`src/hw/rtl/atf_pkg.sv`:
```
// ---------------------------------------------------------------------------
// atf_pkg: shared types and constants of the 4x4 point transform
// Field widths, register map, status codes and the queued item format.
// ---------------------------------------------------------------------------
package atf_pkg;

	localparam int COORD_WIDTH_DEF = 32;
	localparam int FRAC_BITS_DEF   = 16;
	localparam int IO_WIDTH        = 32;
	localparam int NUM_REGS        = 8;
	localparam int REG_WIDTH       = 64;
	localparam int ADDR_WIDTH      = 6;
	localparam int REG_IDX_W       = $clog2(NUM_REGS);
	localparam int QUEUE_DEPTH     = 2;

	// Identity matrix at reset: diagonal coefficients are 1.0 in Q16.16.
	localparam logic [REG_WIDTH-1:0] REG_RESET [NUM_REGS] = '{
		64'h0000_0000_0001_0000,
		64'h0000_0000_0000_0000,
		64'h0001_0000_0000_0000,
		64'h0000_0000_0000_0000,
		64'h0000_0000_0000_0000,
		64'h0000_0000_0001_0000,
		64'h0000_0000_0000_0000,
		64'h0001_0000_0000_0000
	};

	localparam logic CMD_POINT  = 1'b0;
	localparam logic CMD_VECTOR = 1'b1;

	typedef enum logic [1:0] {
		ST_OK    = 2'd0,
		ST_WZERO = 2'd1,
		ST_SAT   = 2'd2
	} atf_status_t;

	typedef logic [NUM_REGS-1:0][REG_WIDTH-1:0] atf_regs_t;

	// Classified item as it waits in the queue.
	typedef struct packed {
		logic                       vec;
		logic signed [IO_WIDTH-1:0] x;
		logic signed [IO_WIDTH-1:0] y;
		logic signed [IO_WIDTH-1:0] z;
	} atf_item_t;

	// Per-item control carried down the divider pipeline.
	typedef struct packed {
		logic       vec;
		logic       wzero;
		logic       vsat;
		logic [2:0] neg;
	} atf_ctl_t;

endpackage

```
`src/hw/rtl/atf_if.sv`:
```
// ---------------------------------------------------------------------------
// atf_if: stream channels of the 4x4 point transform
// Input channel carries command and coordinates, output channel the results.
// ---------------------------------------------------------------------------
interface atf_in_if import atf_pkg::*; ();
	logic                       valid;
	logic                       ready;
	logic                       cmd;
	logic signed [IO_WIDTH-1:0] x_in;
	logic signed [IO_WIDTH-1:0] y_in;
	logic signed [IO_WIDTH-1:0] z_in;

	modport source (output valid, cmd, x_in, y_in, z_in, input ready);
	modport sink (input valid, cmd, x_in, y_in, z_in, output ready);
endinterface


```
`src/hw/rtl/atf_front.sv`:
```
// ---------------------------------------------------------------------------
// atf_front: input acceptance and item queue
// Classify each transaction, sign-extend coordinates and queue the item.
// ---------------------------------------------------------------------------
module atf_front import atf_pkg::*; #(
	parameter int COORD_WIDTH = COORD_WIDTH_DEF
) (
	input  logic      clk,
	input  logic      arst_n,
	atf_in_if.sink    in_ch,
	input  logic      pop,
	output logic      q_valid,
	output atf_item_t q_item
);

	localparam int PTR_W = (QUEUE_DEPTH > 1) ? $clog2(QUEUE_DEPTH) : 1;
	localparam int CNT_W = $clog2(QUEUE_DEPTH + 1);

	atf_item_t        mem_q [QUEUE_DEPTH];
	logic [PTR_W-1:0] wr_ptr_q;
	logic [PTR_W-1:0] rd_ptr_q;
	logic [CNT_W-1:0] cnt_q;
	atf_item_t        item;
	logic             push;
	logic             take;

	always_comb begin
		item.vec = (in_ch.cmd == CMD_VECTOR);
		item.x   = IO_WIDTH'($signed(in_ch.x_in[COORD_WIDTH-1:0]));
		item.y   = IO_WIDTH'($signed(in_ch.y_in[COORD_WIDTH-1:0]));
		item.z   = IO_WIDTH'($signed(in_ch.z_in[COORD_WIDTH-1:0]));
	end

	assign in_ch.ready = (cnt_q != CNT_W'(QUEUE_DEPTH));
	assign push        = in_ch.valid && in_ch.ready;
	assign q_valid     = (cnt_q != '0);
	assign take        = pop && q_valid;
	assign q_item      = mem_q[rd_ptr_q];

	always_ff @(posedge clk) begin
		if (push) begin
			mem_q[wr_ptr_q] <= item;
		end
	end

	always_ff @(posedge clk or negedge arst_n) begin
		if (!arst_n) begin
			wr_ptr_q <= '0;
			rd_ptr_q <= '0;
			cnt_q    <= '0;
		end else begin
			if (push) begin
				wr_ptr_q <= (wr_ptr_q == PTR_W'(QUEUE_DEPTH - 1)) ? '0 : wr_ptr_q + 1'b1;
			end
			if (take) begin
				rd_ptr_q <= (rd_ptr_q == PTR_W'(QUEUE_DEPTH - 1)) ? '0 : rd_ptr_q + 1'b1;
			end
			if (push && !take) begin
				cnt_q <= cnt_q + 1'b1;
			end else if (take && !push) begin
				cnt_q <= cnt_q - 1'b1;
			end
		end
	end

endmodule

```
`src/flat_wrapper.sv`:
```
// flat-port wrapper written by rule: the top's interface ports become plain ports
module atf_front_flat import atf_pkg::*;
#(
	parameter int COORD_WIDTH = COORD_WIDTH_DEF
)
  (clk, arst_n, pop, q_valid, q_item, in_ch_valid, in_ch_cmd, in_ch_x_in, in_ch_y_in, in_ch_z_in, in_ch_ready);
  atf_in_if in_ch_i ();
  input  logic clk;
  input  logic arst_n;
  input  logic pop;
  output logic q_valid;
  output atf_item_t q_item;
  input wire logic [$bits(in_ch_i.valid)-1:0] in_ch_valid;
  input wire logic [$bits(in_ch_i.cmd)-1:0] in_ch_cmd;
  input wire logic [$bits(in_ch_i.x_in)-1:0] in_ch_x_in;
  input wire logic [$bits(in_ch_i.y_in)-1:0] in_ch_y_in;
  input wire logic [$bits(in_ch_i.z_in)-1:0] in_ch_z_in;
  output wire logic [$bits(in_ch_i.ready)-1:0] in_ch_ready;
  assign in_ch_i.valid = in_ch_valid;
  assign in_ch_i.cmd = in_ch_cmd;
  assign in_ch_i.x_in = in_ch_x_in;
  assign in_ch_i.y_in = in_ch_y_in;
  assign in_ch_i.z_in = in_ch_z_in;
  assign in_ch_ready = in_ch_i.ready;
  atf_front #(.COORD_WIDTH(COORD_WIDTH)) u_core (.clk(clk), .arst_n(arst_n), .in_ch(in_ch_i), .pop(pop), .q_valid(q_valid), .q_item(q_item));
endmodule
```
`config.mk`:
```
export PLATFORM = sky130hd
export DESIGN_NAME = atf_front_flat
export DESIGN_NICKNAME = d
export VERILOG_FILES = /design/src/hw/rtl/atf_pkg.sv /design/src/hw/rtl/atf_if.sv /design/src/hw/rtl/atf_front.sv /design/src/flat_wrapper.sv
export SDC_FILE = /design/constraint.sdc
export NUM_CORES = 1
export LEC_CHECK = 0
export ABC_CLOCK_PERIOD_IN_PS = 6550
export CAP_MARGIN = 20
export CORE_ASPECT_RATIO = 0.9
export CORE_MARGIN = 2
export CORE_UTILIZATION = 25
export DETAILED_ROUTE_END_ITERATION = 8
export DONT_BUFFER_PORTS = 1
export PLACE_DENSITY_LB_ADDON = 0.3
export SLEW_MARGIN = 20
export SYNTH_ARGS = -nofsm -noshare
export SYNTH_HDL_FRONTEND = slang
export SYNTH_SLANG_ARGS = --single-unit
```
`constraint.sdc`:
```
create_clock -name clk -period 6.55 [get_ports clk]
set_clock_uncertainty 0.15 [all_clocks]
set_input_delay 0.3275 -clock clk [delete_from_list [all_inputs] [get_ports clk]]
set_output_delay 0.3275 -clock clk [all_outputs]
set_load 0.05 [all_outputs]
```
Word-level counts from Yosys, hierarchy flattened
Memories as Yosys holds them, arrays and structs flattened.
Cells that the tools add are included.
Word-level totals
  output and inout bits: 99
  logic and storage cells: 23
  memories kept: 1
  RAM bits: 194
  flip-flop bits (word level): 4
Operators by class
  reduce and logical (&&, ||, !) cells: 8
  $add $sub $neg: 4
  equal/unequal tests: 1
  muxes and demuxes: 6
Memory list
  u_core.mem_q: words 2, width 97, rd ports 1, clocked after memory_dff 0, write ports 1, line atf_front.sv:19  | atf_item_t mem_q [QUEUE_DEPTH];
Operator list (count)
  $logic_and A1 B1 Y1: 4
  $mux W1: 4
  $mux W2: 2
  $reduce_bool A2 Y1: 2
  $add A1 B1 Y1 const B: 2
  $add A2 B1 Y2 const B: 1
  $logic_not A1 Y1: 2
  $ne A2 B2 Y1 const B: 1
  $sub A2 B1 Y2 const B: 1

Longest topological paths before layout
  depth in word-level cells: 6
  gate-level depth with buffers: 7
  gate-level depth less buffers: 7

Least setup slack after synthesis
No wires, ideal clock.
  path type: flip-flop to flip-flop
  start point: register u_core.cnt_q[0]
  end point: memory u_core.mem_q[0][0] (netlist bit), enable pin
  arrival: 5.109 ns
  cell stages (with the launch flop): 4
  data required time: 5.846 ns
  path slack: 0.737 ns
  buffers on the path: 0
  library setup time: 0.554 ns
  path through: dfrtp_1 > nand2b_1 > nand2_1 > nor2_1
Between the ends
  cells in the longest elaborated chain, start to end: 4
RTL lines
  start: declaration: line atf_front.sv:22  | logic [CNT_W-1:0] cnt_q;
  start signal: assignment: line atf_front.sv:59  | cnt_q <= cnt_q + 1'b1;
  start signal: assignment: line atf_front.sv:61  | cnt_q <= cnt_q - 1'b1;
  $ne A2 B2 Y1: line atf_front.sv:34  | assign in_ch.ready = (cnt_q != CNT_W'(QUEUE_DEPTH));
  net in_ch_ready: line flat_wrapper.sv:18  | output wire logic [$bits(in_ch_i.ready)-1:0] in_ch_ready;
  $logic_and A1 B1 Y1: line atf_front.sv:35  | assign push = in_ch.valid && in_ch.ready;
  $mux W1: line atf_front.sv:41  | if (push) begin
  $mux W1 (not written as such): line atf_front.sv:42  | mem_q[wr_ptr_q] <= item;
  end: declaration: line atf_front.sv:19
The timed path passes the listed nets, and every way through them passes these cells.

Worst setup path in the final report
  start point: register u_core.cnt_q[0]
  end point: memory u_core.mem_q[0][45] (netlist bit), enable pin
Same word-level chain as after synthesis.

==> results.toml <==
[layout]
design_area_mm2 = 0.00937
drive_gt1_share_pct = 29.5
count_of_fill_cells_added_during_filler_insertion = 2741
design.final.nets = 533
syn_to_final_growth_pct = 28.9

[pwr]
vdd_drop_max_mv = 0.257
power.total_mw = 4.87
power_per_cell_area_mw_per_mm2 = 520
static-leakage-power_nw = 3.12

[global_routing]
grt_first_pass_wirelength_mm = 21.0
antenna_found_initial = 4
total_global_routing_overflow = 0
grt_start_max_net_pins = 66
first_global_vias = 3590
grt_util_all_layers_pct = 9.32

[synth]
yosysUniqueCellTypes = 15
number_of_instances_in_the_synthesized_netlist = 320
yosys_warnings = 0
postSynthNetCount = 422
netlist_area_mm2 = 0.00727
yosysTopAreaCell = "sky130_fd_sc_hd__edfxtp_1"
yosysMostFrequentCell = "sky130_fd_sc_hd__edfxtp_1"
asyncSetResetFlopFracSynth_pct = 2.02
synth-edff-count = 194
yosys-top-cells-area = "sky130_fd_sc_hd__edfxtp_1, sky130_fd_sc_hd__mux2_2, sky130_fd_sc_hd__mux2_4"
synth_seq_cells = 198
yosysTopAreaCellShare_pct = 80.2
ys_top_cells_by_count = "sky130_fd_sc_hd__edfxtp_1, sky130_fd_sc_hd__mux2_2, sky130_fd_sc_hd__mux2_4"
synth.yosys.seq_area_share_pct = 81.5
top_ff_cell_synth = "sky130_fd_sc_hd__edfxtp_1"
avgSynthCellArea_um2 = 22.7

[run]
maxcap_viol_count = 0

[sta]
worst-slew-pin-transition_ns = 1.01
number_of_failing_setup_endpoints_in_the_final_timing_report = 0
max_clock_freq_ghz = 0.287
period_needed_ns = 3.48
finalCritPeriodShare_pct = 53.1
final.setup.tns_ns = 0
rsz_0062_raised_after_global_routing = "no"
max_slew_margin_pct = 32.8
worst_hold_slack_ns = 0.0171
final_max_slew_viol_count = 0
finalHoldViolations = 0

[hold_path]
timing.hold.worst.class = "input pin to async pin"

[clock_tree]
cts-root-to-sink-buffers = 2
cts_root_buf = "sky130_fd_sc_hd__clkbuf_16"
tritoncts.num_buffers = 17
post_cts_setup_buffer_count = 0
cts_tree = "built"
clock-sinks = 198
cts.htree.levels = 4
clkSlewWorstSetupHoldPaths_ns = 0.07
clk_latency_worst_skew_pair_ns = 0.43

[critical_path]
endpoint = "u_core.mem_q[0][45]"
cp_slowest_cell = "sky130_fd_sc_hd__buf_4"
cell_chain_critical_path = "nand2b_1 -> nand2_1 -> nor2_4 -> buf_4"
worstReg2RegStart = "u_core.cnt_q[0]"
critical_path.endpoint_type = "flip-flop"
critical_path_peak_fanout = 65
ff2ff_setup_slack_ns = 3.07
cp_data_arrival_time_ns = 3.38
cell_count_of_the_worst_reg_to_reg_path = 4
worst_ep_required_time_ns = 6.45
start_kind = "flip-flop"
timing.rr.end = "u_core.mem_q[0][45]"
critical_path_class = "flip-flop to flip-flop"
critical-path-max-stage-delay_ns = 0.87
cp-startpoint = "u_core.cnt_q[0]"

[drt]
first_iter_violations = 144
drt.antenna.violating_nets = 0
drt_wl_total_mm = 14.1
drt_drc_violations_left = 0
route.detailed.wl_per_inst_um = 17.4
route.vias.total = 3241
vias_per_cell = 3.98
first_pass_iters = 4

[place]
detailed_place.area_mm2 = 0.00768
io_buffer_count = 0
globalplace.congestion = 0.676

[die]
floorplan.initialDensity_pct = 25.2
std_cell_rows = 59
die_y_um = 166
dieArea_mm2 = 0.0304
die_width_um = 184
ios = 200
core_area_mm2 = 0.0288

[outcome]
outcome = "finished clean"
==> registers in the layout (all words and copies together), names as in the netlist <==
signal,cells
u_core.mem_q,194
u_core.wr_ptr_q,1
u_core.rd_ptr_q,1
u_core.cnt_q,2
==> report_power, final <==
part / internal (mW) / switching [mW] / leakage [nW]
sequential: 1.74 / 0.116 / 1.85
clock: 0.754 / 0.439 / 0.322
combinational: 0.421 / 1.40 / 0.949
total: 2.91 / 1.96 / 3.12
==> final cells by class <==
type                            instances  area (um2)  area share (%)
Sequential cell                       198        5930            63.3
Multi-Input combinational cell        110        1270            13.6
Timing Repair Buffer                  103        1020            10.9
Tap cell                              366         458            4.89
Clock buffer                           22         444            4.74
Clock inverter                         10         228            2.43
Antenna cell                            4        10.0           0.107
Inverter                                1        3.75          0.0401
==> cell families after synthesis <==
kind of cell             share of synthesized area (%)
buffers and inverters                             1.15
flip-flops                                        81.5
multiplexers                                      16.1
AND/OR/NAND/NOR                                  0.465
XOR/XNOR                                         0.603
adder cells (fa/ha/maj)                          0.172
==> through the flow <==
stage	worst slack [ns]	util (%)	std cells
CTS	2.94	32.5	810
floorplan	0.737	-	320
finish	3.07	32.5	814
global route	2.75	32.5	814
detailed placement	2.96	26.7	678
global placement	3.05	26.7	678
==> metal layers <==
layer	global-route usage, %	up-vias	routed length, um
met5	0	-	0
li1	-	1488	-
met3	4.56	9	1220
met2	16.0	124	7260
met4	3.34	0	112
met1	9.94	1620	5560
==> worst max-delay path, delay by kind of cell, from the launching register on <==
kind | cells | cell delay, ns
buf+inv | 1 | 0.87
flops | 1 | 0.40
simple gates | 3 | 1.62
==> layout by cell type, fill, tap and decap left out <==
master                          synthesis  layout
sky130_fd_sc_hd__or2_2                  1       1
sky130_fd_sc_hd__xnor2_1                3       3
sky130_fd_sc_hd__buf_4                  0       3
sky130_fd_sc_hd__clkinv_2               0       2
sky130_fd_sc_hd__edfxtp_1             194     194
sky130_fd_sc_hd__diode_2                0       4
sky130_fd_sc_hd__xor2_1                 2       2
sky130_fd_sc_hd__nand2b_1               1       1
sky130_fd_sc_hd__mux2_4                20      20
sky130_fd_sc_hd__dlygate4sd3_1          0     100
sky130_fd_sc_hd__mux2_2                77      77
sky130_fd_sc_hd__inv_1                  1       1
sky130_fd_sc_hd__nand2_1                2       2
sky130_fd_sc_hd__clkbuf_1               0       5
sky130_fd_sc_hd__dfrtp_1                4       3
sky130_fd_sc_hd__clkbuf_16              0      17
sky130_fd_sc_hd__and3_4                 0       1
sky130_fd_sc_hd__nor2_1                 2       1
sky130_fd_sc_hd__bufinv_16              0       7
sky130_fd_sc_hd__clkinvlp_4             0       1
sky130_fd_sc_hd__dfrtp_4                0       1
sky130_fd_sc_hd__nor2_4                 0       1
sky130_fd_sc_hd__ha_1                   1       1
==> what timing repair did <==
action,4_1_cts,5_1_grt
gates resized for setup,0,0
hold endpoints to repair,200,0
hold buffers,100,0
==> how the worst min path moves through the flow <==
stage,from,end,slack (ns),cells past startpoint
finish,arst_n,u_core.wr_ptr_q,0.02,1
global route,arst_n,u_core.rd_ptr_q,0.007,1
CTS,arst_n,u_core.rd_ptr_q,0.00009,1
detailed placement,arst_n,u_core.cnt_q[1],-0.12,0
global placement,arst_n,u_core.cnt_q[1],-0.12,0
floorplan,arst_n,u_core.cnt_q[0],-0.12,0
(Power assumes the default switching activity.)
