$ cat config.mk
export PLATFORM = sky130hd
export DESIGN_NAME = atf_cfg
export DESIGN_NICKNAME = d
export VERILOG_FILES = /design/src/hw/rtl/atf_pkg.sv /design/src/hw/rtl/atf_cfg.sv
export SDC_FILE = /design/constraint.sdc
export NUM_CORES = 1
export LEC_CHECK = 0
export BUFFER_PORTS_ARGS = -buffer_cell sky130_fd_sc_hd__buf_2
export CORE_AREA = 2 2 255 257
export CTS_CLUSTER_DIAMETER = 30
export DETAILED_ROUTE_END_ITERATION = 10
export DIE_AREA = 0 0 257 259
export GPL_TIMING_DRIVEN = 0
export PLACE_DENSITY = 0.67
export SYNTH_ARGS = -nofsm -noshare
export SYNTH_HDL_FRONTEND = slang
export SYNTH_SLANG_ARGS = --single-unit
$ cat constraint.sdc
create_clock -name clk -period 1.9 [get_ports clk]
set_input_delay 0.19 -clock clk [delete_from_list [all_inputs] [get_ports clk]]
set_output_delay 0.19 -clock clk [all_outputs]
set_load 0.005 [all_outputs]
$ cat src/hw/rtl/atf_pkg.sv
// ---------------------------------------------------------------------------
// atf_pkg: shared types and constants of the 4x4 point transform
// Field widths, register map, status codes and the queued item format.
// ---------------------------------------------------------------------------
package atf_pkg;

	localparam int COORD_WIDTH_DEF = 32;
	localparam int FRAC_BITS_DEF   = 16;
	localparam int IO_WIDTH        = 32;
	localparam int NUM_REGS        = 8;
	localparam int REG_WIDTH       = 64;
	localparam int ADDR_WIDTH      = 6;
	localparam int REG_IDX_W       = $clog2(NUM_REGS);
	localparam int QUEUE_DEPTH     = 2;

	// Identity matrix at reset: diagonal coefficients are 1.0 in Q16.16.
	localparam logic [REG_WIDTH-1:0] REG_RESET [NUM_REGS] = '{
		64'h0000_0000_0001_0000,
		64'h0000_0000_0000_0000,
		64'h0001_0000_0000_0000,
		64'h0000_0000_0000_0000,
		64'h0000_0000_0000_0000,
		64'h0000_0000_0001_0000,
		64'h0000_0000_0000_0000,
		64'h0001_0000_0000_0000
	};

	localparam logic CMD_POINT  = 1'b0;
	localparam logic CMD_VECTOR = 1'b1;

	typedef enum logic [1:0] {
		ST_OK    = 2'd0,
		ST_WZERO = 2'd1,
		ST_SAT   = 2'd2
	} atf_status_t;

	typedef logic [NUM_REGS-1:0][REG_WIDTH-1:0] atf_regs_t;

	// Classified item as it waits in the queue.
	typedef struct packed {
		logic                       vec;
		logic signed [IO_WIDTH-1:0] x;
		logic signed [IO_WIDTH-1:0] y;
		logic signed [IO_WIDTH-1:0] z;
	} atf_item_t;

	// Per-item control carried down the divider pipeline.
	typedef struct packed {
		logic       vec;
		logic       wzero;
		logic       vsat;
		logic [2:0] neg;
	} atf_ctl_t;

endpackage

$ cat src/hw/rtl/atf_cfg.sv
// ---------------------------------------------------------------------------
// atf_cfg: matrix register file
// APB-style write and read of the eight 64-bit coefficient registers.
// ---------------------------------------------------------------------------
module atf_cfg import atf_pkg::*; (
	input  logic                  clk,
	input  logic                  arst_n,
	input  logic                  psel,
	input  logic                  penable,
	input  logic                  pwrite,
	input  logic [ADDR_WIDTH-1:0] paddr,
	input  logic [REG_WIDTH-1:0]  pwdata,
	output logic [REG_WIDTH-1:0]  prdata,
	output logic                  pready,
	output atf_regs_t             regs
);

	atf_regs_t            regs_q;
	logic [REG_IDX_W-1:0] idx;

	assign idx    = paddr[ADDR_WIDTH-1:3];
	assign pready = 1'b1;
	assign prdata = regs_q[idx];
	assign regs   = regs_q;

	always_ff @(posedge clk or negedge arst_n) begin
		if (!arst_n) begin
			for (int i = 0; i < NUM_REGS; i++) begin
				regs_q[i] <= REG_RESET[i];
			end
		end else if (psel && penable && pwrite && pready) begin
			regs_q[idx] <= pwdata;
		end
	end

endmodule

Word-level counts from Yosys, hierarchy flattened
Index checks and enable logic that the tools add are counted.

Latch bits: 0. Memories kept: 0. Input bits: 75. RAM bits: 0. Memory bits (read-only): 0. Output and inout bits: 577. Word-level logic and storage cells: 18. Bits in registers: 512.

Reductions and logical operators: 3. Order comparisons: 2. Equality and inequality tests: 0. Bitwise logic cells: 0. Shift-type cells: 0. Multiplexer cells: 5. Add/subtract/negate cells: 0. $mul: 0. Div/mod/pow operators: 0.

Operator list (count): bitwise mux 512 bit (1); binary-select mux 64 bit (select 3 bit) (1); demux 64 bit (select 3 bit) (1); two-way mux 64 bit (2); less-than comparator 3 x 4 -> 1 bit (second input constant) (1); >= comparator 3 x 1 -> 1 bit (second input constant) (1); logical AND 1 bit (3).

Logic depth before layout (Yosys ltp)
Gate-level depths: netlist (run 1).

Depth after elaboration: 5. Gate-level depth with buffers: 6. Gate-level depth less buffers: 3.

Least setup slack after synthesis (run 1)
No wires, ideal clock.

Kind: input to output. Start point: input paddr[3]. End point: output prdata[0]. Buffers on the path: 3. Arrival: 1.614 ns. Path slack: 0.096 ns. Data required time: 1.710 ns. Stages: 5. Cells stage by stage: buf_2 buf_2 buf_2 mux4_2 mux2_2.

Cells in the longest elaborated chain, start to end: 2.

Ends and longest elaborated chain: from (decl) (line atf_cfg.sv:11) `input logic [ADDR_WIDTH-1:0] paddr,`; binary-select mux 64 bit (select 3 bit) (line atf_cfg.sv:23) `assign prdata = regs_q[idx];`; two-way mux 64 bit (implied by the code) (line atf_cfg.sv:23); to (decl) (line atf_cfg.sv:13) `output logic [REG_WIDTH-1:0] prdata,`.

Every way passes these cells. The select of a mux whose other input is x is not followed.

Worst setup path in the final report (run 1)
Start point: register regs_q (netlist bit regs[50]). End point: output prdata[50].

Cells in the longest elaborated chain, start to end: 2.

Ends and longest elaborated chain: from (decl) (line atf_cfg.sv:18) `atf_regs_t regs_q;`; from (signal, indexed assignment) (line atf_cfg.sv:29) `regs_q[i] <= REG_RESET[i];`; from (signal, indexed assignment) (line atf_cfg.sv:32) `regs_q[idx] <= pwdata;`; binary-select mux 64 bit (select 3 bit) (line atf_cfg.sv:23); two-way mux 64 bit (implied by the code) (line atf_cfg.sv:23).

Every way passes these cells. The select of a mux whose other input is x is not followed.

==> impl_metrics.json, run 1 <==
{
  "status": "finished, violations left",
  "violations": "negative setup slack",
  "cts_buffer_depth": 3,
  "hold_ws_ns": 0.1253,
  "core_mm2": 0.06388,
  "gp_congestion": 0.9162,
  "largest_reg_flops": 512,
  "final_layout_size_suffix_gt1_frac": 0.7519,
  "slew_viol_final": 0,
  "use_met3": 0.07772,
  "hold_viol_final": 0,
  "postSynthCellCount": 1325,
  "max_freq_mhz": 455.6,
  "grt_usage": 0.2418,
  "syn_nets": 1400,
  "area_growth_pct": 51.19,
  "drt_iter0_markers": 1147,
  "grt_start_max_net_pins": 124,
  "drc": 0,
  "finClkSkew_ns": 0,
  "clk_pin_slew_ns": 0.05,
  "grtUsageMet1": 0.2882,
  "tritoncts": "built",
  "grt_pass1_wl_mm": 121.3,
  "p_leak_nw": 17.54,
  "setup_viol": 64,
  "cp_data_arrival_time_ns": 2.00,
  "yosysSeqAreaShare": 0.5563,
  "synth_seq_cells": 512,
  "cts.htree.levels": 3,
  "firstDrtPassIters": 5,
  "rsz0062_at_grt": "true",
  "gr-usage-met2": 0.4002,
  "crit_required_ns": 1.71,
  "fin_crit_sh": 1.155,
  "clock_latency_ns": 0.63,
  "final_core_util": 0.5452,
  "gr-total-overflow": 0,
  "cts_buffers": 114,
  "worst_pin_slew_ns": 1.044,
  "antenna_found_initial": 6,
  "worstSetupPathType": "flip-flop to output pin",
  "avgRoutedWirePerCell_um": 25.06,
  "final_nets": 2460,
  "fin_crit_ns": 2.195,
  "powerDensity_mw_per_mm2": 1342,
  "die_w_um": 257,
  "start_kind": "flip-flop",
  "ir_drop_v": 0.001104,
  "ios": 652,
  "diodes": 0,
  "yosysWarnings": 0,
  "dieHeight_um": 259,
  "fin_ws_ns": -0.2949,
  "hp-class": "primary input to async pin",
  "slowest_stage": "mux4_2",
  "setup.worst_path.end_class": "output pin",
  "root_buffer": "clkbuf_16",
  "port_buffers": 645,
  "critical_path.max_fanout": 2,
  "busiest_layer": "met2",
  "mostFrequentLayoutCells": "buf_2 (639), dfrtp_1 (507), mux2_2 (455)",
  "drv_cap": 0,
  "start_util": 0.3606,
  "postRouteAntennaNets": 0,
  "max_slew_margin": 0.3041,
  "final_common_cell": "buf_2",
  "vias_per_cell": 5.197,
  "grt_pass1_vias": 18679,
  "critical_path.cell_chain": "mux4_2, mux2_4, buf_6",
  "drt-total-wl_mm": 83.74,
  "cp_slowest_stage_delay_ns": 0.54,
  "dieArea_mm2": 0.06656,
  "clock_sinks": 512,
  "rows": 93,
  "avgSynthCellArea_um2": 17.39,
  "num_vias": 17368,
  "hpwl_mm": 55.51,
  "synth_area_mm2": 0.02304,
  "synth_cell_types": 27
}
synth_stat cells (all sizes together):
library cell	instances	area [µm²]
a211o	1	8.760
a311o	1	10.01
buf	77	446.7
clkbuf	11	41.29
conb	1	3.750
dfrtp	508	12710
dfstp	4	105.1
mux2	575	6700
mux2i	2	20.02
mux4	126	2838
nand2	2	7.510
nand2b	1	13.76
nand3	2	10.01
nand4	1	6.260
nand4b	1	8.760
nor2	4	25.02
nor3	2	20.02
nor3b	2	15.01
nor4	1	21.27
nor4bb	1	10.01
o211ai	1	7.510
or4	1	7.510
per-stage QoR:
| step | instances | power [mW] | setup TNS (ns) | worst slack, ns | area, µm² |
|---|---|---|---|---|---|
| after floorplan | 1325 | 18.38 | 0 | 0.09642 | 23040 |
| after global placement | 2825 | 22.64 | -5256.07 | -9.476 | 27340 |
| after detailed placement | 2831 | 22.94 | -375.26 | -1.341 | 27500 |
| after CTS | 3261 | 46.26 | -16.73 | -0.3362 | 34070 |
| after global routing | 3342 | 48.41 | -17.70 | -0.3413 | 34830 |
| final | 3342 | 46.73 | -13.78 | -0.2949 | 34830 |
routing by layer:
layer  wire length (µm)  part of all wire
met3               6588             0.079
met4               3718             0.044
met1              32250              0.39
met2              41150              0.49
met5                 24           0.00029
cell type report:
class | count | area [µm²]
clock buffers | 139 | 3118
plain buffers | 88 | 636.9
repair buffers | 944 | 6046
flip-flops and latches | 512 | 12820
multi-input cells | 725 | 9935
well taps | 855 | 1070
clock inverters | 79 | 1207
fillers | 5038 | 29050
path summary, 6_finish.rpt:
check	start	to	slack [ns]	cells past startpoint
setup reg to reg	regs[367]$_DFFE_PN0P_	regs[367]$_DFFE_PN0P_	0.82	3
setup / recovery	regs[50]$_DFFE_PN0P_	prdata[50]	-0.29	3
max in group asynchronous	arst_n	regs[42]$_DFFE_PN0P_	0.52	4
hold / removal	arst_n	regs[255]$_DFFE_PN0P_	0.13	3
min in group clk	pwrite	regs[193]$_DFFE_PN0P_	0.22	4
hold reg to reg	regs[333]$_DFFE_PN0P_	regs[333]$_DFFE_PN0P_	0.52	1
power by group:
| group | internal (mW) | switching (mW) |
|---|---|---|
| Sequential | 13.1 | 1.58 |
| Combinational | 6.24 | 4.06 |
| Clock | 14.9 | 6.87 |
| Total | 34.2 | 12.5 |
worst max-delay path, delay by kind of cell, from the launching register on:
kind	cells	cell delay [ns]
muxes	2	0.84
DFF	1	0.42
buffers and inverters	1	0.11
cell families (layout without fill, tap and decap cells):
| kind of cell | count (synthesis) | in the layout | share of synthesized area |
|---|---|---|---|
| compound gates | 3 | 3 | 0.001141 |
| buf+inv | 88 | 1250 | 0.02118 |
| flops | 512 | 512 | 0.5563 |
| mux | 703 | 703 | 0.4149 |
| other cells | 1 | 1 | 0.0001628 |
| simple gates | 18 | 18 | 0.006300 |
what timing repair did:
action,4_1_cts,5_1_grt
setup endpoints to repair,364,64
setup buffers,144,81
hold endpoints to repair,797,0
hold buffers,68,0
pin swaps,2,0
gates resized for setup,115,34
Power figures use the tool's default switching activity.
==> run 2: changes to the inputs <==
--- a/config.mk
+++ b/config.mk
@@ -12,6 +12,7 @@
 export DIE_AREA = 0 0 257 259
 export GPL_TIMING_DRIVEN = 0
 export PLACE_DENSITY = 0.67
+export SKIP_CTS_REPAIR_TIMING = 1
 export SYNTH_ARGS = -nofsm -noshare
 export SYNTH_HDL_FRONTEND = slang
 export SYNTH_SLANG_ARGS = --single-unit
==> run 2 against run 1 <==
Compared with the run above: the flow still finishes with violations (negative setup slack); via count down 3.7%; sequential power about the same; wire length shrank 3.4%.
==> impl_metrics.json, run 2 (synthesis results as in run 1) <==
{
  "gp_congestion": 0.9162,
  "powerDensity_mw_per_mm2": 1355,
  "p_sw_mw": 12.22,
  "drt-total-wl_mm": 80.86,
  "area_growth_pct": 46.48,
  "violations": "negative setup slack",
  "grt_start_max_net_pins": 124,
  "dieHeight_um": 259,
  "dp_slack_ns": -1.341,
  "place_area_mm2": 0.02750,
  "mostFrequentLayoutCells": "buf_2 (645), dfrtp_1 (506), mux2_2 (464)",
  "drc": 0,
  "postRouteAntennaNets": 0,
  "port_buffers": 645,
  "dp_cells": 2831,
  "gr-total-overflow": 0,
  "max_slew_margin": 0.3075,
  "vias_per_cell": 5.207,
  "final_cell_area_mm2": 0.03375,
  "ios": 652,
  "fin_crit_ns": 2.206,
  "cts.htree.levels": 3,
  "intPower_mw": 33.51,
  "avgRoutedWirePerCell_um": 25.18,
  "critical_path.max_fanout": 3,
  "setup.worst_path.end_class": "output pin",
  "core_mm2": 0.06388,
  "start_util": 0.3606,
  "clk_pin_slew_ns": 0.05,
  "final_layout_size_suffix_gt1_frac": 0.7394,
  "layout.cells.non_filler": 3212,
  "clock_sinks": 512,
  "fin_crit_sh": 1.161,
  "cp_data_arrival_time_ns": 2.02,
  "cts_buffers": 114,
  "hp-class": "primary input to async pin",
  "antenna_found_initial": 5,
  "hold_ws_ns": 0.01700,
  "cts_buffer_depth": 3,
  "slew_viol_final": 0,
  "tritoncts": "built",
  "hpwl_mm": 55.51,
  "fin_setup_tns_ns": -14.41,
  "fin_ws_ns": -0.3065,
  "p_leak_nw": 16.82,
  "finClkSkew_ns": 0,
  "start_kind": "flip-flop",
  "clock_latency_ns": 0.64,
  "switching_share": 0.2672,
  "rows": 93,
  "grt_usage": 0.2323,
  "crit_required_ns": 1.71,
  "power_frac_seq": 0.324,
  "max_freq_mhz": 453.2,
  "drv_cap": 0,
  "worst_pin_slew_ns": 1.039,
  "num_vias": 16726,
  "firstDrtPassIters": 5,
  "grt_pass1_vias": 17350,
  "grt_pass1_wl_mm": 116.2,
  "dieArea_mm2": 0.06656,
  "final_common_cell": "buf_2",
  "pwr-share-clk": 0.475,
  "drt_iter0_markers": 924,
  "worstSetupPathType": "flip-flop to output pin",
  "root_buffer": "clkbuf_16",
  "hold_viol_final": 0,
  "final_nets": 2329,
  "combPwrFrac": 0.201,
  "status": "finished, violations left",
  "largest_reg_flops": 512,
  "ir_drop_v": 0.001016,
  "rsz0062_at_grt": "true",
  "die_w_um": 257,
  "r2r_cells": 2,
  "setup_viol": 64
}
-- run 2: cell type report --
type,instances,area [µm²]
Fill cell,5172,30140
Sequential cell,512,12820
Multi-Input combinational cell,725,9901
Timing Repair Buffer,813,5009
Clock buffer,139,3118
Clock inverter,79,1207
Tap cell,855,1070
Buffer,88,620.6
Antenna cell,1,2.502
-- run 2: power by group through the flow --
| stage | Sequential (mW) | Combinational, mW | Clock (mW) |
|---|---|---|---|
| 3_5_place_dp | 15.0 | 7.96 | 0 |
| 2_1_floorplan | 14.8 | 3.63 | 0 |
| 6_report | 14.8 | 9.19 | 21.7 |
| 4_1_cts | 14.9 | 8.01 | 22.0 |
| 3_3_place_gp | 14.8 | 7.81 | 0 |
| 5_1_grt | 15.1 | 9.74 | 22.6 |
-- run 2: through the flow --
step / total power [mW] / util
6_report: 45.73 / 0.5283
5_1_grt: 47.40 / 0.5282
4_1_cts: 44.87 / 0.4982
3_5_place_dp: 22.94 / 0.4305
3_3_place_gp: 22.64 / 0.4279
2_1_floorplan: 18.38 / -
-- run 2: worst max-delay path: stages (launching register included) --
cell and delay [ns]:
dfrtp_1 0.43, mux4_2 0.54, mux2_4 0.30, buf_6 0.11
-- run 2: worst paths after layout --
path	slack [ns]	startpoint	end
setup / recovery	-0.31	regs[50]$_DFFE_PN0P_	prdata[50]
max in group asynchronous	0.27	arst_n	regs[42]$_DFFE_PN0P_
min in group clk	0.22	pwrite	regs[193]$_DFFE_PN0P_
hold / removal	0.02	arst_n	regs[202]$_DFFE_PN0P_
hold reg to reg	0.51	regs[333]$_DFFE_PN0P_	regs[333]$_DFFE_PN0P_
setup reg to reg	0.96	regs[50]$_DFFE_PN0P_	regs[50]$_DFFE_PN0P_
-- run 2: metal layers --
| metal | wire, µm | global-route usage |
|---|---|---|
| met1 | 31620 | 0.2819 |
| met2 | 40020 | 0.3833 |
| met3 | 6150 | 0.07821 |
| met4 | 3056 | 0.08979 |
| met5 | 13 | 0 |
==> run 3: changes to the inputs <==
--- a/config.mk
+++ b/config.mk
@@ -5,14 +5,16 @@
 export SDC_FILE = /design/constraint.sdc
 export NUM_CORES = 1
 export LEC_CHECK = 0
+export ABC_AREA = 1
 export BUFFER_PORTS_ARGS = -buffer_cell sky130_fd_sc_hd__buf_2
-export CORE_AREA = 2 2 255 257
+export CORE_AREA = 2 2 251 253
 export CTS_CLUSTER_DIAMETER = 30
 export DETAILED_ROUTE_END_ITERATION = 10
-export DIE_AREA = 0 0 257 259
+export DIE_AREA = 0 0 253 255
 export GPL_TIMING_DRIVEN = 0
-export PLACE_DENSITY = 0.67
+export PLACE_DENSITY = 0.72
 export SKIP_CTS_REPAIR_TIMING = 1
+export SLEW_MARGIN = 15
 export SYNTH_ARGS = -nofsm -noshare
 export SYNTH_HDL_FRONTEND = slang
 export SYNTH_SLANG_ARGS = --single-unit
==> run 3 against run 2 <==
Compared with the run above: the run ends with negative hold slack, negative setup slack left; setup slack better by 0.28 ns; final area up 3.1%; global-route usage is 13 points higher; power down 1.5%; register-to-register slack gained 0.06 ns; die area down 3.1%; largest cell class unchanged; largest power group unchanged.
==> impl_metrics.json, run 3 <==
{
  "grt_pass1_vias": 27018,
  "clock_latency_ns": 0.66,
  "mostFrequentLayoutCells": "nand2_1 (2,079), buf_2 (689), dfrtp_1 (496)",
  "status": "finished, violations left",
  "start_kind": "flip-flop",
  "max_slew_margin": 0.4212,
  "clock_sinks": 512,
  "synth_compound_area_frac": 0.1022,
  "r2r_cells": 3,
  "final_nets": 4471,
  "grt_pass1_wl_mm": 174.3,
  "async_reset_ff_frac": 1.000,
  "multi_input_area_mm2": 0.01092,
  "rr_startpoint": "regs[406]$_DFFE_PN0P_",
  "final_layout_size_suffix_gt1_frac": 0.2437,
  "ys_top_cells_by_area": "dfrtp_1 (51%), nand2_1 (31%), o21ai_0 (8.4%)",
  "cp_data_arrival_time_ns": 1.74,
  "drv_cap": 0,
  "r2r_slack_ns": 1.02,
  "dp_slack_ns": -0.9362,
  "p_sw_mw": 14.20,
  "slew_viol_final": 0,
  "synth_enable_flop_cells": 0,
  "ir_drop_v": 0.0009033,
  "r2r-end": "regs[406]$_DFFE_PN0P_",
  "fin_ws_ns": -0.02958,
  "yosysTopAreaCell": "dfrtp_1",
  "dieArea_mm2": 0.06452,
  "grt_usage": 0.3666,
  "synth_cell_types": 23,
  "ys.flop_type": "dfrtp_1",
  "start_util": 0.4032,
  "muxShareOfSynthArea": 0,
  "startpoint": "regs[405]$_DFFE_PN0P_",
  "drt_iter0_markers": 2746,
  "port_buffers": 644,
  "largest_reg_flops": 512,
  "crit_required_ns": 1.71,
  "worst_pin_slew_ns": 0.8681,
  "setup.worst_path.end_class": "output pin",
  "final-seq-area_mm2": 0.01283,
  "intPower_mw": 30.86,
  "fillers": 5801,
  "gp_congestion": 0.9776,
  "cp-endpoint": "prdata[21]",
  "num_vias": 28807,
  "layout.cells.non_filler": 5300,
  "critical_path.max_fanout": 3,
  "combPwrFrac": 0.196,
  "synth_seq_cells": 512,
  "firstDrtPassIters": 6,
  "critical_path.cell_chain": "nand2_2, nand2_1, nand2_1, nand2_1, nand2_1, nand2_4, buf_6",
  "rows": 92,
  "synth_area_mm2": 0.02506,
  "gr-total-overflow": 0,
  "place_area_mm2": 0.02944,
  "clk_pin_slew_ns": 0.05,
  "synth-xor-area-share": 0,
  "area_growth_pct": 38.86,
  "hold_ws_ns": -0.4298,
  "yosysSeqAreaShare": 0.5114,
  "hold_viol_final": 96,
  "synth_top_family_by_area": "simple AND/OR/NAND/NOR gates",
  "fin_crit_sh": 1.016,
  "dieHeight_um": 255,
  "max_freq_mhz": 518.2,
  "yosys.area_share.simple": 0.3311,
  "vias_per_cell": 5.435,
  "die_w_um": 253,
  "p_leak_nw": 20.03,
  "hp-class": "primary input to async pin",
  "yosysWarnings": 0,
  "worstSetupPathType": "flip-flop to output pin",
  "dp_cells": 4975,
  "violations": "negative hold slack, negative setup slack",
  "power_frac_seq": 0.336,
  "ios": 652,
  "avgRoutedWirePerCell_um": 23.06,
  "final_cell_area_mm2": 0.03480,
  "synth.most_common_cell": "nand2_1",
  "finClkSkew_ns": 0,
  "slowest_stage": "dfrtp_1",
  "cts.htree.levels": 3,
  "final_common_cell": "nand2_1",
  "cts_buffer_depth": 3,
  "setup_viol": 3,
  "final_core_util": 0.5599,
  "synth_top_area_frac": 0.5072,
  "tritoncts": "built",
  "powerDensity_mw_per_mm2": 1294,
  "fin_crit_ns": 1.930,
  "synth_adder_area_share": 0,
  "switching_share": 0.3151,
  "pwr-share-clk": 0.468,
  "drt-total-wl_mm": 122.2,
  "synthTopCellsByCount": "nand2_1 (2,100), dfrtp_1 (508), o21ai_0 (419), clkbuf_1 (119)",
  "postSynthCellCount": 3527,
  "postRouteAntennaNets": 0,
  "antenna_found_initial": 7,
  "drc": 0,
  "cp_slowest_stage_delay_ns": 0.39,
  "worst_path_most_repeated_cell": "nand2_1",
  "avgSynthCellArea_um2": 7.106,
  "grt_start_max_net_pins": 102,
  "hpwl_mm": 86.20,
  "syn_nets": 3602,
  "core_mm2": 0.06216,
  "rsz0062_at_grt": "true",
  "cts_buffers": 116,
  "root_buffer": "clkbuf_16"
}
==> run 3: worst min-delay path by stage <==
stage / from / end / depth (start not counted) / slack (ns)
after floorplan: arst_n / regs[0]$_DFFE_PN0P_ / 0 / -0.11
after CTS: arst_n / regs[340]$_DFFE_PN0P_ / 1 / -0.41
final: arst_n / regs[459]$_DFFE_PN0P_ / 1 / -0.43
after global placement: regs[336]$_DFFE_PN1P_ / regs[336]$_DFFE_PN1P_ / 2 / 0.47
after detailed placement: arst_n / regs[340]$_DFFE_PN0P_ / 1 / 0.30
after global routing: arst_n / regs[267]$_DFFE_PN0P_ / 1 / -0.37
==> run 3: area by class of cell <==
cell class              instances  share of cell area
flip-flops and latches        512              0.3687
plain buffers                 243             0.03821
clock inverters                74             0.02667
clock buffers                 145             0.09207
diodes                          4           0.0002876
well taps                     799             0.02872
inverters                      69            0.007585
multi-input cells            2703              0.3138
repair buffers                751              0.1240
==> run 3: cell families after synthesis <==
| logic type | Yosys count |
|---|---|
| flops | 512 |
| simple gates | 2190 |
| compound gates | 512 |
| buf+inv | 312 |
| other cells | 1 |
==> run 3: per-layer routing <==
layer  part of all wire  global-route usage  vias up  routed length (µm)
met3               0.12              0.1127      459               14500
met2               0.45              0.5763     1871               54720
met1               0.37              0.4476    13740               45290
li1                   -                   -    12735                   -
met4              0.063              0.2118        2                7679
met5           0.000090                   0        -                  11
==> run 3: metrics by stage <==
stage	setup TNS (ns)	power, mW
floorplan	0	18.24
global placement	-5332.90	23.09
finish	-0.06973	45.05
global route	-0.3057	46.75
detailed placement	-166.72	23.34
CTS	-44.08	44.38
==> run 3: critical path: cells and delay by family (launching register included) <==
family,cells,cell delay (ns)
buf+inv,1,0.13
flops,1,0.39
simple gates,6,0.54
==> run 3: power groups by stage <==
stage / Combinational [mW] / Sequential [mW] / Clock [mW]
floorplan: 3.47 / 14.8 / 0
global placement: 7.91 / 15.2 / 0
detailed placement: 8.15 / 15.2 / 0
CTS: 8.22 / 15.1 / 21.1
global route: 9.80 / 15.3 / 21.7
finish: 8.83 / 15.1 / 21.1
